==> config.mk <==
export PLATFORM = sky130hd
export DESIGN_NAME = plucked_string_wavetable_synth_unit_flat
export DESIGN_NICKNAME = d
export VERILOG_FILES = /design/src/psw_pkg.sv /design/src/psw_in_if.sv /design/src/psw_out_if.sv /design/src/psw_table.sv /design/src/psw_ctrl.sv /design/src/plucked_string_wavetable_synth_unit.sv /design/src/flat_wrapper.sv
export SDC_FILE = /design/constraint.sdc
export NUM_CORES = 2
export LEC_CHECK = 0
export BUFFER_PORTS_ARGS = -buffer_cell sky130_fd_sc_hd__buf_2
export CAP_MARGIN = 10
export CORE_ASPECT_RATIO = 0.75
export CORE_MARGIN = 2
export CORE_UTILIZATION = 40
export CTS_BUF_LIST = sky130_fd_sc_hd__clkbuf_16
export DETAILED_ROUTE_END_ITERATION = 6
export PLACE_DENSITY = 0.53
export SLEW_MARGIN = 30
export SYNTH_ARGS = -nofsm -noshare
export SYNTH_HDL_FRONTEND = slang
export SYNTH_SLANG_ARGS = --single-unit
==> constraint.sdc <==
create_clock -name clk -period 15.6 [get_ports clk]
set_input_delay 3.12 -clock clk [delete_from_list [all_inputs] [get_ports clk]]
set_output_delay 3.12 -clock clk [all_outputs]
set_load 0.03 [all_outputs]
==> src/psw_pkg.sv <==
package psw_pkg;

  // input item kinds
  localparam logic KIND_TICK  = 1'b0;
  localparam logic KIND_PLUCK = 1'b1;

  // reset values
  localparam logic [7:0] SAW_RESET_LEN = 8'd128;
  localparam logic [7:0] PERIOD_RESET  = 8'd255;
  localparam logic [3:0] DECAY_RESET   = 4'd4;

  typedef enum logic [2:0] {
    ST_CLEAR,
    ST_FILL,
    ST_IDLE,
    ST_EMIT
  } psw_state_t;

  // a finished sample handed to the output register
  typedef struct packed {
    logic       load;
    logic [6:0] sample;
  } psw_emit_t;

  // half-amplitude sawtooth entry for a period of len
  function automatic logic [6:0] saw_value(input logic [7:0] idx, input logic [7:0] len);
    logic [8:0] up;
    up = {1'b0, idx} + 9'd256 - {1'b0, len};
    if (idx < (len >> 1)) begin
      return idx[7:1];
    end
    return up[7:1];
  endfunction

endpackage

==> src/psw_in_if.sv <==
interface psw_in_if;
  logic       valid;
  logic       ready;
  logic       kind;
  logic [7:0] period_length;

  modport source(output valid, output kind, output period_length, input ready);
  modport sink(input valid, input kind, input period_length, output ready);
endinterface

==> src/psw_out_if.sv <==
interface psw_out_if;
  logic       valid;
  logic       ready;
  logic [6:0] sample;

  modport source(output valid, output sample, input ready);
  modport sink(input valid, input sample, output ready);
endinterface

==> src/psw_table.sv <==
module psw_table #(
  parameter int DEPTH = 256,
  parameter int AW    = 8
) (
  input  logic          clk,
  input  logic          we,
  input  logic [AW-1:0] waddr,
  input  logic [6:0]    wdata,
  input  logic          re,
  input  logic [AW-1:0] raddr_a,
  input  logic [AW-1:0] raddr_b,
  output logic [6:0]    rdata_a,
  output logic [6:0]    rdata_b
);

  logic [6:0] mem_r [DEPTH];
  logic [6:0] rdata_a_r;
  logic [6:0] rdata_b_r;

  // one write port, two registered read ports
  always_ff @(posedge clk) begin
    if (we) begin
      mem_r[waddr] <= wdata;
    end
    if (re) begin
      rdata_a_r <= mem_r[raddr_a];
      rdata_b_r <= mem_r[raddr_b];
    end
  end

  assign rdata_a = rdata_a_r;
  assign rdata_b = rdata_b_r;

endmodule

==> src/psw_ctrl.sv <==
module psw_ctrl #(
  parameter int TABLE_DEPTH = 256,
  parameter int AW          = 8
) (
  input  logic                clk,
  input  logic                rst_n,
  input  logic                in_valid,
  input  logic                in_kind,
  input  logic [7:0]          in_period,
  output logic                in_ready,
  input  logic [3:0]          decay_passes,
  input  logic                out_free,
  output psw_pkg::psw_emit_t  emit,
  output logic                tbl_we,
  output logic [AW-1:0]       tbl_waddr,
  output logic [6:0]          tbl_wdata,
  output logic                tbl_re,
  output logic [AW-1:0]       tbl_raddr_cur,
  output logic [AW-1:0]       tbl_raddr_prev,
  input  logic [6:0]          tbl_rdata_cur,
  input  logic [6:0]          tbl_rdata_prev
);
  import psw_pkg::*;

  localparam logic [AW-1:0] LAST_SLOT  = AW'(TABLE_DEPTH - 1);
  localparam logic [AW-1:0] PREV_RESET = AW'(255 % TABLE_DEPTH);

  psw_state_t    state_r, state_nxt;
  logic [7:0]    read_pos_r, read_pos_nxt;
  logic [AW-1:0] cur_slot_r, cur_slot_nxt;
  logic [AW-1:0] prev_slot_r, prev_slot_nxt;
  logic [7:0]    period_r, period_nxt;
  logic [3:0]    pass_r, pass_nxt;
  logic [7:0]    fill_cnt_r, fill_cnt_nxt;
  logic [AW-1:0] fill_slot_r, fill_slot_nxt;
  logic [7:0]    fill_len_r, fill_len_nxt;

  logic          accept;
  logic          fill_last;
  logic          emit_go;
  logic [7:0]    pos_inc;

  assign accept    = in_valid && in_ready;
  assign fill_last = (fill_cnt_r == fill_len_r - 8'd1);
  assign emit_go   = (state_r == ST_EMIT) && out_free;
  assign pos_inc   = read_pos_r + 8'd1;

  // next state
  always_comb begin
    state_nxt = state_r;
    case (state_r)
      ST_CLEAR: begin
        if (fill_slot_r == LAST_SLOT) state_nxt = ST_FILL;
      end
      ST_FILL: begin
        if (fill_last) state_nxt = ST_IDLE;
      end
      ST_IDLE: begin
        if (accept) begin
          if (in_kind == KIND_TICK) begin
            state_nxt = ST_EMIT;
          end else if (in_period != 8'd0) begin
            state_nxt = ST_FILL;
          end
        end
      end
      ST_EMIT: begin
        if (out_free) state_nxt = ST_IDLE;
      end
      default: state_nxt = ST_IDLE;
    endcase
  end

  // outputs: handshake, table port, emitted sample
  always_comb begin
    in_ready       = 1'b0;
    tbl_we         = 1'b0;
    tbl_waddr      = fill_slot_r;
    tbl_wdata      = 7'd0;
    tbl_re         = 1'b0;
    tbl_raddr_cur  = cur_slot_r;
    tbl_raddr_prev = prev_slot_r;
    emit.load      = 1'b0;
    emit.sample    = tbl_rdata_cur;
    case (state_r)
      ST_CLEAR: begin
        tbl_we = 1'b1;
      end
      ST_FILL: begin
        tbl_we    = 1'b1;
        tbl_wdata = saw_value(fill_cnt_r, fill_len_r);
      end
      ST_IDLE: begin
        in_ready = 1'b1;
        tbl_re   = 1'b1;
      end
      ST_EMIT: begin
        emit.load = out_free;
        tbl_we    = out_free && (pass_r == 4'd0);
        tbl_waddr = cur_slot_r;
        tbl_wdata = {1'b0, tbl_rdata_cur[6:1]} + {1'b0, tbl_rdata_prev[6:1]};
      end
      default: ;
    endcase
  end

  // position, pass and fill bookkeeping
  always_comb begin
    read_pos_nxt  = read_pos_r;
    cur_slot_nxt  = cur_slot_r;
    prev_slot_nxt = prev_slot_r;
    period_nxt    = period_r;
    pass_nxt      = pass_r;
    fill_cnt_nxt  = fill_cnt_r;
    fill_slot_nxt = fill_slot_r;
    fill_len_nxt  = fill_len_r;

    // fill sweep walks the table with its own wrapping slot
    if (state_r == ST_CLEAR || state_r == ST_FILL) begin
      fill_cnt_nxt  = fill_cnt_r + 8'd1;
      fill_slot_nxt = (fill_slot_r == LAST_SLOT) ? '0 : fill_slot_r + AW'(1);
    end
    if (state_r == ST_CLEAR && fill_slot_r == LAST_SLOT) begin
      fill_cnt_nxt  = 8'd0;
      fill_slot_nxt = '0;
      fill_len_nxt  = SAW_RESET_LEN;
    end

    // pluck transaction
    if (accept && in_kind == KIND_PLUCK) begin
      period_nxt    = in_period;
      fill_len_nxt  = in_period;
      fill_cnt_nxt  = 8'd0;
      fill_slot_nxt = '0;
    end

    // tick retires: advance read position
    if (emit_go) begin
      prev_slot_nxt = cur_slot_r;
      if (pos_inc == period_r) begin
        read_pos_nxt = 8'd0;
        cur_slot_nxt = '0;
        pass_nxt     = (pass_r == decay_passes) ? 4'd0 : pass_r + 4'd1;
      end else begin
        read_pos_nxt = pos_inc;
        if (pos_inc == 8'd0 || cur_slot_r == LAST_SLOT) begin
          cur_slot_nxt = '0;
        end else begin
          cur_slot_nxt = cur_slot_r + AW'(1);
        end
      end
    end
  end

  always_ff @(posedge clk) begin
    if (!rst_n) begin
      state_r     <= ST_CLEAR;
      read_pos_r  <= 8'd0;
      cur_slot_r  <= '0;
      prev_slot_r <= PREV_RESET;
      period_r    <= PERIOD_RESET;
      pass_r      <= 4'd0;
      fill_cnt_r  <= 8'd0;
      fill_slot_r <= '0;
      fill_len_r  <= SAW_RESET_LEN;
    end else begin
      state_r     <= state_nxt;
      read_pos_r  <= read_pos_nxt;
      cur_slot_r  <= cur_slot_nxt;
      prev_slot_r <= prev_slot_nxt;
      period_r    <= period_nxt;
      pass_r      <= pass_nxt;
      fill_cnt_r  <= fill_cnt_nxt;
      fill_slot_r <= fill_slot_nxt;
      fill_len_r  <= fill_len_nxt;
    end
  end

endmodule

==> src/plucked_string_wavetable_synth_unit.sv <==
// tick: the accepting edge registers the table read; ST_EMIT, with input ready low,
//   waits for a free output register, then loads the sample and does the table write-back
// pluck of length L: the accepting cycle then one table entry written per cycle,
//   L entries in all; length 0 writes none
// reset: clearing pass over all TABLE_DEPTH slots, then a 128-entry sawtooth fill,
//   input ready stays low throughout; config writes are taken at any time
module plucked_string_wavetable_synth_unit #(
  parameter int TABLE_DEPTH = 256
) (
  input  logic          clk,
  input  logic          rst_n,
  psw_in_if.sink        in_chan,
  psw_out_if.source     out_chan,
  input  logic          cfg_we,
  input  logic [3:0]    cfg_data
);
  import psw_pkg::*;

  localparam int AW = $clog2(TABLE_DEPTH);

  logic [3:0]    decay_r;
  logic          out_valid_r;
  logic [6:0]    out_sample_r;
  logic          out_free;
  psw_emit_t     emit;

  logic          tbl_we;
  logic [AW-1:0] tbl_waddr;
  logic [6:0]    tbl_wdata;
  logic          tbl_re;
  logic [AW-1:0] tbl_raddr_cur;
  logic [AW-1:0] tbl_raddr_prev;
  logic [6:0]    tbl_rdata_cur;
  logic [6:0]    tbl_rdata_prev;

  // decay register
  always_ff @(posedge clk) begin
    if (!rst_n) begin
      decay_r <= DECAY_RESET;
    end else if (cfg_we) begin
      decay_r <= cfg_data;
    end
  end

  // output register
  assign out_free = !out_valid_r || out_chan.ready;

  always_ff @(posedge clk) begin
    if (!rst_n) begin
      out_valid_r <= 1'b0;
    end else if (emit.load) begin
      out_valid_r <= 1'b1;
    end else if (out_chan.ready) begin
      out_valid_r <= 1'b0;
    end
  end

  always_ff @(posedge clk) begin
    if (emit.load) begin
      out_sample_r <= emit.sample;
    end
  end

  assign out_chan.valid  = out_valid_r;
  assign out_chan.sample = out_sample_r;

  psw_ctrl #(
    .TABLE_DEPTH(TABLE_DEPTH),
    .AW(AW)
  ) u_ctrl (
    .clk(clk),
    .rst_n(rst_n),
    .in_valid(in_chan.valid),
    .in_kind(in_chan.kind),
    .in_period(in_chan.period_length),
    .in_ready(in_chan.ready),
    .decay_passes(decay_r),
    .out_free(out_free),
    .emit(emit),
    .tbl_we(tbl_we),
    .tbl_waddr(tbl_waddr),
    .tbl_wdata(tbl_wdata),
    .tbl_re(tbl_re),
    .tbl_raddr_cur(tbl_raddr_cur),
    .tbl_raddr_prev(tbl_raddr_prev),
    .tbl_rdata_cur(tbl_rdata_cur),
    .tbl_rdata_prev(tbl_rdata_prev)
  );

  psw_table #(
    .DEPTH(TABLE_DEPTH),
    .AW(AW)
  ) u_table (
    .clk(clk),
    .we(tbl_we),
    .waddr(tbl_waddr),
    .wdata(tbl_wdata),
    .re(tbl_re),
    .raddr_a(tbl_raddr_cur),
    .raddr_b(tbl_raddr_prev),
    .rdata_a(tbl_rdata_cur),
    .rdata_b(tbl_rdata_prev)
  );

  // a tick transaction holds off the next input for its write-back cycle
  a_tick_busy: assert property (@(posedge clk) disable iff (!rst_n)
    (in_chan.valid && in_chan.ready && in_chan.kind == KIND_TICK) |=> !in_chan.ready)
    else $error("input taken during tick write-back");

  // a nonzero pluck occupies the table port
  a_pluck_busy: assert property (@(posedge clk) disable iff (!rst_n)
    (in_chan.valid && in_chan.ready && in_chan.kind == KIND_PLUCK &&
     in_chan.period_length != 8'd0) |=> !in_chan.ready)
    else $error("input taken during table fill");

  // never overwrite a result still waiting
  a_no_overwrite: assert property (@(posedge clk) disable iff (!rst_n)
    emit.load |-> (!out_valid_r || out_chan.ready))
    else $error("output register overwritten");

  // emitted sample shows up on the output
  a_emit_lands: assert property (@(posedge clk) disable iff (!rst_n)
    emit.load |=> (out_chan.valid && out_chan.sample == $past(emit.sample)))
    else $error("emitted sample lost");

endmodule
==> src/flat_wrapper.sv <==
// flat-port wrapper written by rule: the top's interface ports become plain ports
module plucked_string_wavetable_synth_unit_flat import psw_pkg::*;
#(
  parameter int TABLE_DEPTH = 256
)
  (clk, rst_n, cfg_we, cfg_data, in_chan_valid, in_chan_kind, in_chan_period_length, in_chan_ready, out_chan_valid, out_chan_sample, out_chan_ready);
  psw_in_if in_chan_i ();
  psw_out_if out_chan_i ();
  input  logic clk;
  input  logic rst_n;
  input  logic cfg_we;
  input  logic [3:0] cfg_data;
  input wire logic [$bits(in_chan_i.valid)-1:0] in_chan_valid;
  input wire logic [$bits(in_chan_i.kind)-1:0] in_chan_kind;
  input wire logic [$bits(in_chan_i.period_length)-1:0] in_chan_period_length;
  output wire logic [$bits(in_chan_i.ready)-1:0] in_chan_ready;
  output wire logic [$bits(out_chan_i.valid)-1:0] out_chan_valid;
  output wire logic [$bits(out_chan_i.sample)-1:0] out_chan_sample;
  input wire logic [$bits(out_chan_i.ready)-1:0] out_chan_ready;
  assign in_chan_i.valid = in_chan_valid;
  assign in_chan_i.kind = in_chan_kind;
  assign in_chan_i.period_length = in_chan_period_length;
  assign in_chan_ready = in_chan_i.ready;
  assign out_chan_valid = out_chan_i.valid;
  assign out_chan_sample = out_chan_i.sample;
  assign out_chan_i.ready = out_chan_ready;
  plucked_string_wavetable_synth_unit #(.TABLE_DEPTH(TABLE_DEPTH)) u_core (.clk(clk), .rst_n(rst_n), .in_chan(in_chan_i), .out_chan(out_chan_i), .cfg_we(cfg_we), .cfg_data(cfg_data));
endmodule
==> summary.md <==
| Metric | Value |
|---|---|
| WL/cell | ~38 µm |
| Max_cap viols | 0 |
| Clock Pin Slew Worst Setup and Hold Paths | 0.06 ns |
| Cell taking the most area after synthesis | edfxtp_1 |
| Die Span Y | around 410 µm |
| Shortest period the worst path allows | roughly 5.4 ns |
| Hold Crit Class | reg2reg |
| Layout cells sized above 1 | 0.256 |
| First-pass GRT wire length | a little over 400,000 µm |
| CP max stage cell | a21oi_1 |
| Post_cts resized | 0 |
| Clock Skews | between 0.04 and 0.05 ns |
| Syn nets | 4,822 |
| Worst slew margin | 0.298 |
| Setup Crit Path Kind | in2reg |
| Core Region | 214,000 µm² |
| Crit start category | primary input |
| Drt drc | 0 |
| Xor/xnor share of the synthesized area | 0.00650 |
| Post-synthesis simple-gate area fraction | 0.0370 |
| CP max stage delay | 0.64 ns |
| Vias in the first global route | roughly 50k |
| DIE AREA | 220,000 µm² |
| Final clock period utilization by the worst path | 0.348 |
| Post-synth EDFFs | 1,812 |
| Mapped Avg Cell Area | about 18 µm² |
| Power per cell area | ~110 nW/µm² |
| Most common cell in the netlist | edfxtp_1 |
| Hold_ws | between 0.4 and 0.5 ns |
| Via density | 6.65 |
| Worst Path Arrival | 5.88 ns |
| Largest net degree at the start of global routing | about 150 |
| PortBufs | 26 |
| Hold buffer count at CTS | 0 |
| Non-Filler Instances | approximately 7.7k |
| Crit path max-delay family | simple AND/OR/NAND/NOR gates |
| Skew-Pair Late Insertion Delay | about 0.86 ns |
| Post-route ant nets | 0 |
| Pins Over Slew Limit | 0 |
| Yosys warns | 0 |
| RePlAce Congestion | between 0.9 and 1 |
| Ys flop type | edfxtp_1 |
| Worst IR drop on VDD | roughly 0.000074 V |
| Critical path buffer and inverter count | 2 |
| Reg2Reg Setup Slack | 10.22 ns |
| Seq/Total Area, Yosys | 0.645 |
| Cell variety after synth | 74 |
| Static Leak | ~31 nW |
| Root Driver | clkbuf_16 |
| GRT overflow | 0 |
| Status | finished, final reports clean |
| Met3 WL | about 35,000 µm |
| Synth top area cells | edfxtp_1, mux4_2, mux2i_1 |
| Boundary Pins | 27 |
| Synthesized instance count | 4,776 |
| Post-synth ARST share | 0 |
| Initial antenna violation count | 10 |
| Area share of fa/ha/maj cells after synthesis | 0.00423 |
| Cell Area, Synth | between 80,000 and 90,000 µm² |
| CTS tree | yes |
| Dpl hpwl | between 150,000 and 200,000 µm |
| Drt pass-1 iters | 6 |
| RSZ-0062 raised after global routing | false |
| FF+latch count, synth | between 1.5k and 2k |
| Placed Cells | ~7.4k |
| Final net count | about 4.8k |
| Total CTS buffers | 196 |
| Met2 routed WL | between 100,000 and 150,000 µm |
| Met1 wire length | around 130,000 µm |
| Total wire length | between 200,000 and 300,000 µm |
| Post-synth top area share | 0.630 |
| # fillers | between 15k and 20k |
| Initial DRC Count | ~8.2k |
| Largest family of logic cells by synthesized area | multiplexers |
| Kind of end point of the critical path | register |
| H-Tree Depth | 4 |
| Post-CTS Setup Inserts | 0 |
| Post-synthesis compound-gate area fraction | 0.0548 |
| Fmax achieved | between 150 and 200 MHz |
| Gr usage total | 0.261 |
| Fin Setup TNS | 0 ns |
| Worst-path fanout max | 11 |
| Final setup vio count | 0 |
| Top Layer Used | met5 |
| Crit path required time | between 15 and 20 ns |
| Synth-to-Final Area Change | 10.9% |
| Synth top cells by count | edfxtp_1, mux4_2, nor2_1 |
| Chip Width | between 500 and 600 µm |
| Core Rows | about 150 |
| Mux contribution to synthesized area | 0.228 |
| Total via count in the routed design | ~50k |
| CP cell instances | buf_2 -> nand2b_1 -> a41oi_1 -> a21oi_1 -> nand2_2 -> buf_4 -> nor2_1 |
| Worst-margin pin slew | approximately 1.1 ns |
| Hold Fails Final Rpt | 0 |
| Clk sink count | 1,879 |
| Longest Clk Path Bufs | 4 |
| Initial Utilization | 0.403 |
cell type report:
| cell class | count | area [µm²] | share of cell area |
|---|---|---|---|
| clock buffers | 200 | 5000 | 0.0522 |
| diodes | 1 | 2.50 | 0.0000261 |
| repair buffers | 148 | 1300 | 0.0136 |
| flip-flops and latches | 1879 | 55800 | 0.582 |
| multi-input cells | 2505 | 28900 | 0.301 |
| well taps | 2831 | 3540 | 0.0369 |
| clock inverters | 150 | 1330 | 0.0139 |
| inverters | 19 | 71.3 | 0.000744 |
layout by cell type (no fill, tap or decap), drive strengths merged, types with 25 or more instances in the layout:
cell type,synthesis,final
o22ai,58,58
nand3,101,101
dfxtp,67,67
inv,18,52
edfxtp,1812,1812
a22o,64,64
nand2,182,182
o221ai,70,70
a22oi,154,154
buf,191,148
o21ai,61,61
mux2i,311,311
ha,26,26
clkinv,1,79
clkbuf,182,200
mux4,729,729
nor2,314,314
xor2,32,32
a211oi,57,57
nor3,25,25
a21oi,87,87
worst min-delay path: cells and delay by family (launching register included):
| kind | cells | cell delay, ns |
|---|---|---|
| flops | 1 | 0.31 |
| simple gates | 2 | 0.11 |
path summary, 6_finish.rpt:
| check | start | to | cells past startpoint |
|---|---|---|---|
| max | out_chan_ready | u_core.u_table.mem_r[249][0] | 7 |
| min | u_core.u_ctrl.period_r[6] | u_core.u_ctrl.period_r[6] | 2 |
| max reg2reg | u_core.u_ctrl.tbl_raddr_cur[2] | u_core.u_table.rdata_a[4] | 9 |
| min reg2reg | u_core.u_ctrl.period_r[6] | u_core.u_ctrl.period_r[6] | 2 |
state kept, by name, indices dropped and copies added (netlist names):
| signal | flops |
|---|---|
| u_core.decay_r | 4 |
| u_core.u_ctrl.period_r | 8 |
| u_core.u_ctrl.read_pos_r | 8 |
| u_core.u_ctrl.fill_slot_r | 8 |
| u_core.u_ctrl.tbl_raddr_prev | 8 |
| u_core.out_chan.sample | 7 |
| u_core.u_ctrl.fill_cnt_r | 8 |
| u_core.out_chan.valid | 1 |
| u_core.u_ctrl.state_r | 2 |
| u_core.u_ctrl.pass_r | 4 |
| u_core.u_table.mem_r | 1792 |
| u_core.u_ctrl.fill_len_r | 8 |
| u_core.u_ctrl.tbl_raddr_cur | 8 |
| u_core.u_table.rdata_b | 6 |
| u_core.u_table.rdata_a | 7 |
where the power goes:
group          total [mW]  switching (mW)  internal, mW  leakage [nW]
combinational      0.0881          0.0661        0.0220          9.73
clock                4.72            2.02          2.70          3.20
sequential           5.46         0.00653          5.45          18.3
stage by stage:
step / power (mW) / util / instance area (µm²) / worst slack [ns]
floorplan: 5.60 / - / 86400 / 1.79
global placement: 5.65 / 0.417 / 89400 / 9.50
detailed placement: 5.65 / 0.417 / 89400 / 9.40
CTS: 10.3 / 0.447 / 95800 / 10.28
global route: 10.5 / 0.447 / 95900 / 10.02
finish: 10.3 / 0.447 / 95900 / 10.17
cells by family after synthesis:
group                    Yosys count
AO/OA/AOI/OAI                    645
flip-flops                      1879
buffers and inverters            392
multiplexers                    1052
adder cells (fa/ha/maj)           28
XOR/XNOR                          56
AND/OR/NAND/NOR                  724
layer usage:
layer | global-route usage | up-vias
met5 | 0 | -
met4 | 0.0568 | 4
met3 | 0.0780 | 355
met2 | 0.353 | 3267
met1 | 0.410 | 27800
li1 | - | 20000
Power figures use the tool's default switching activity.
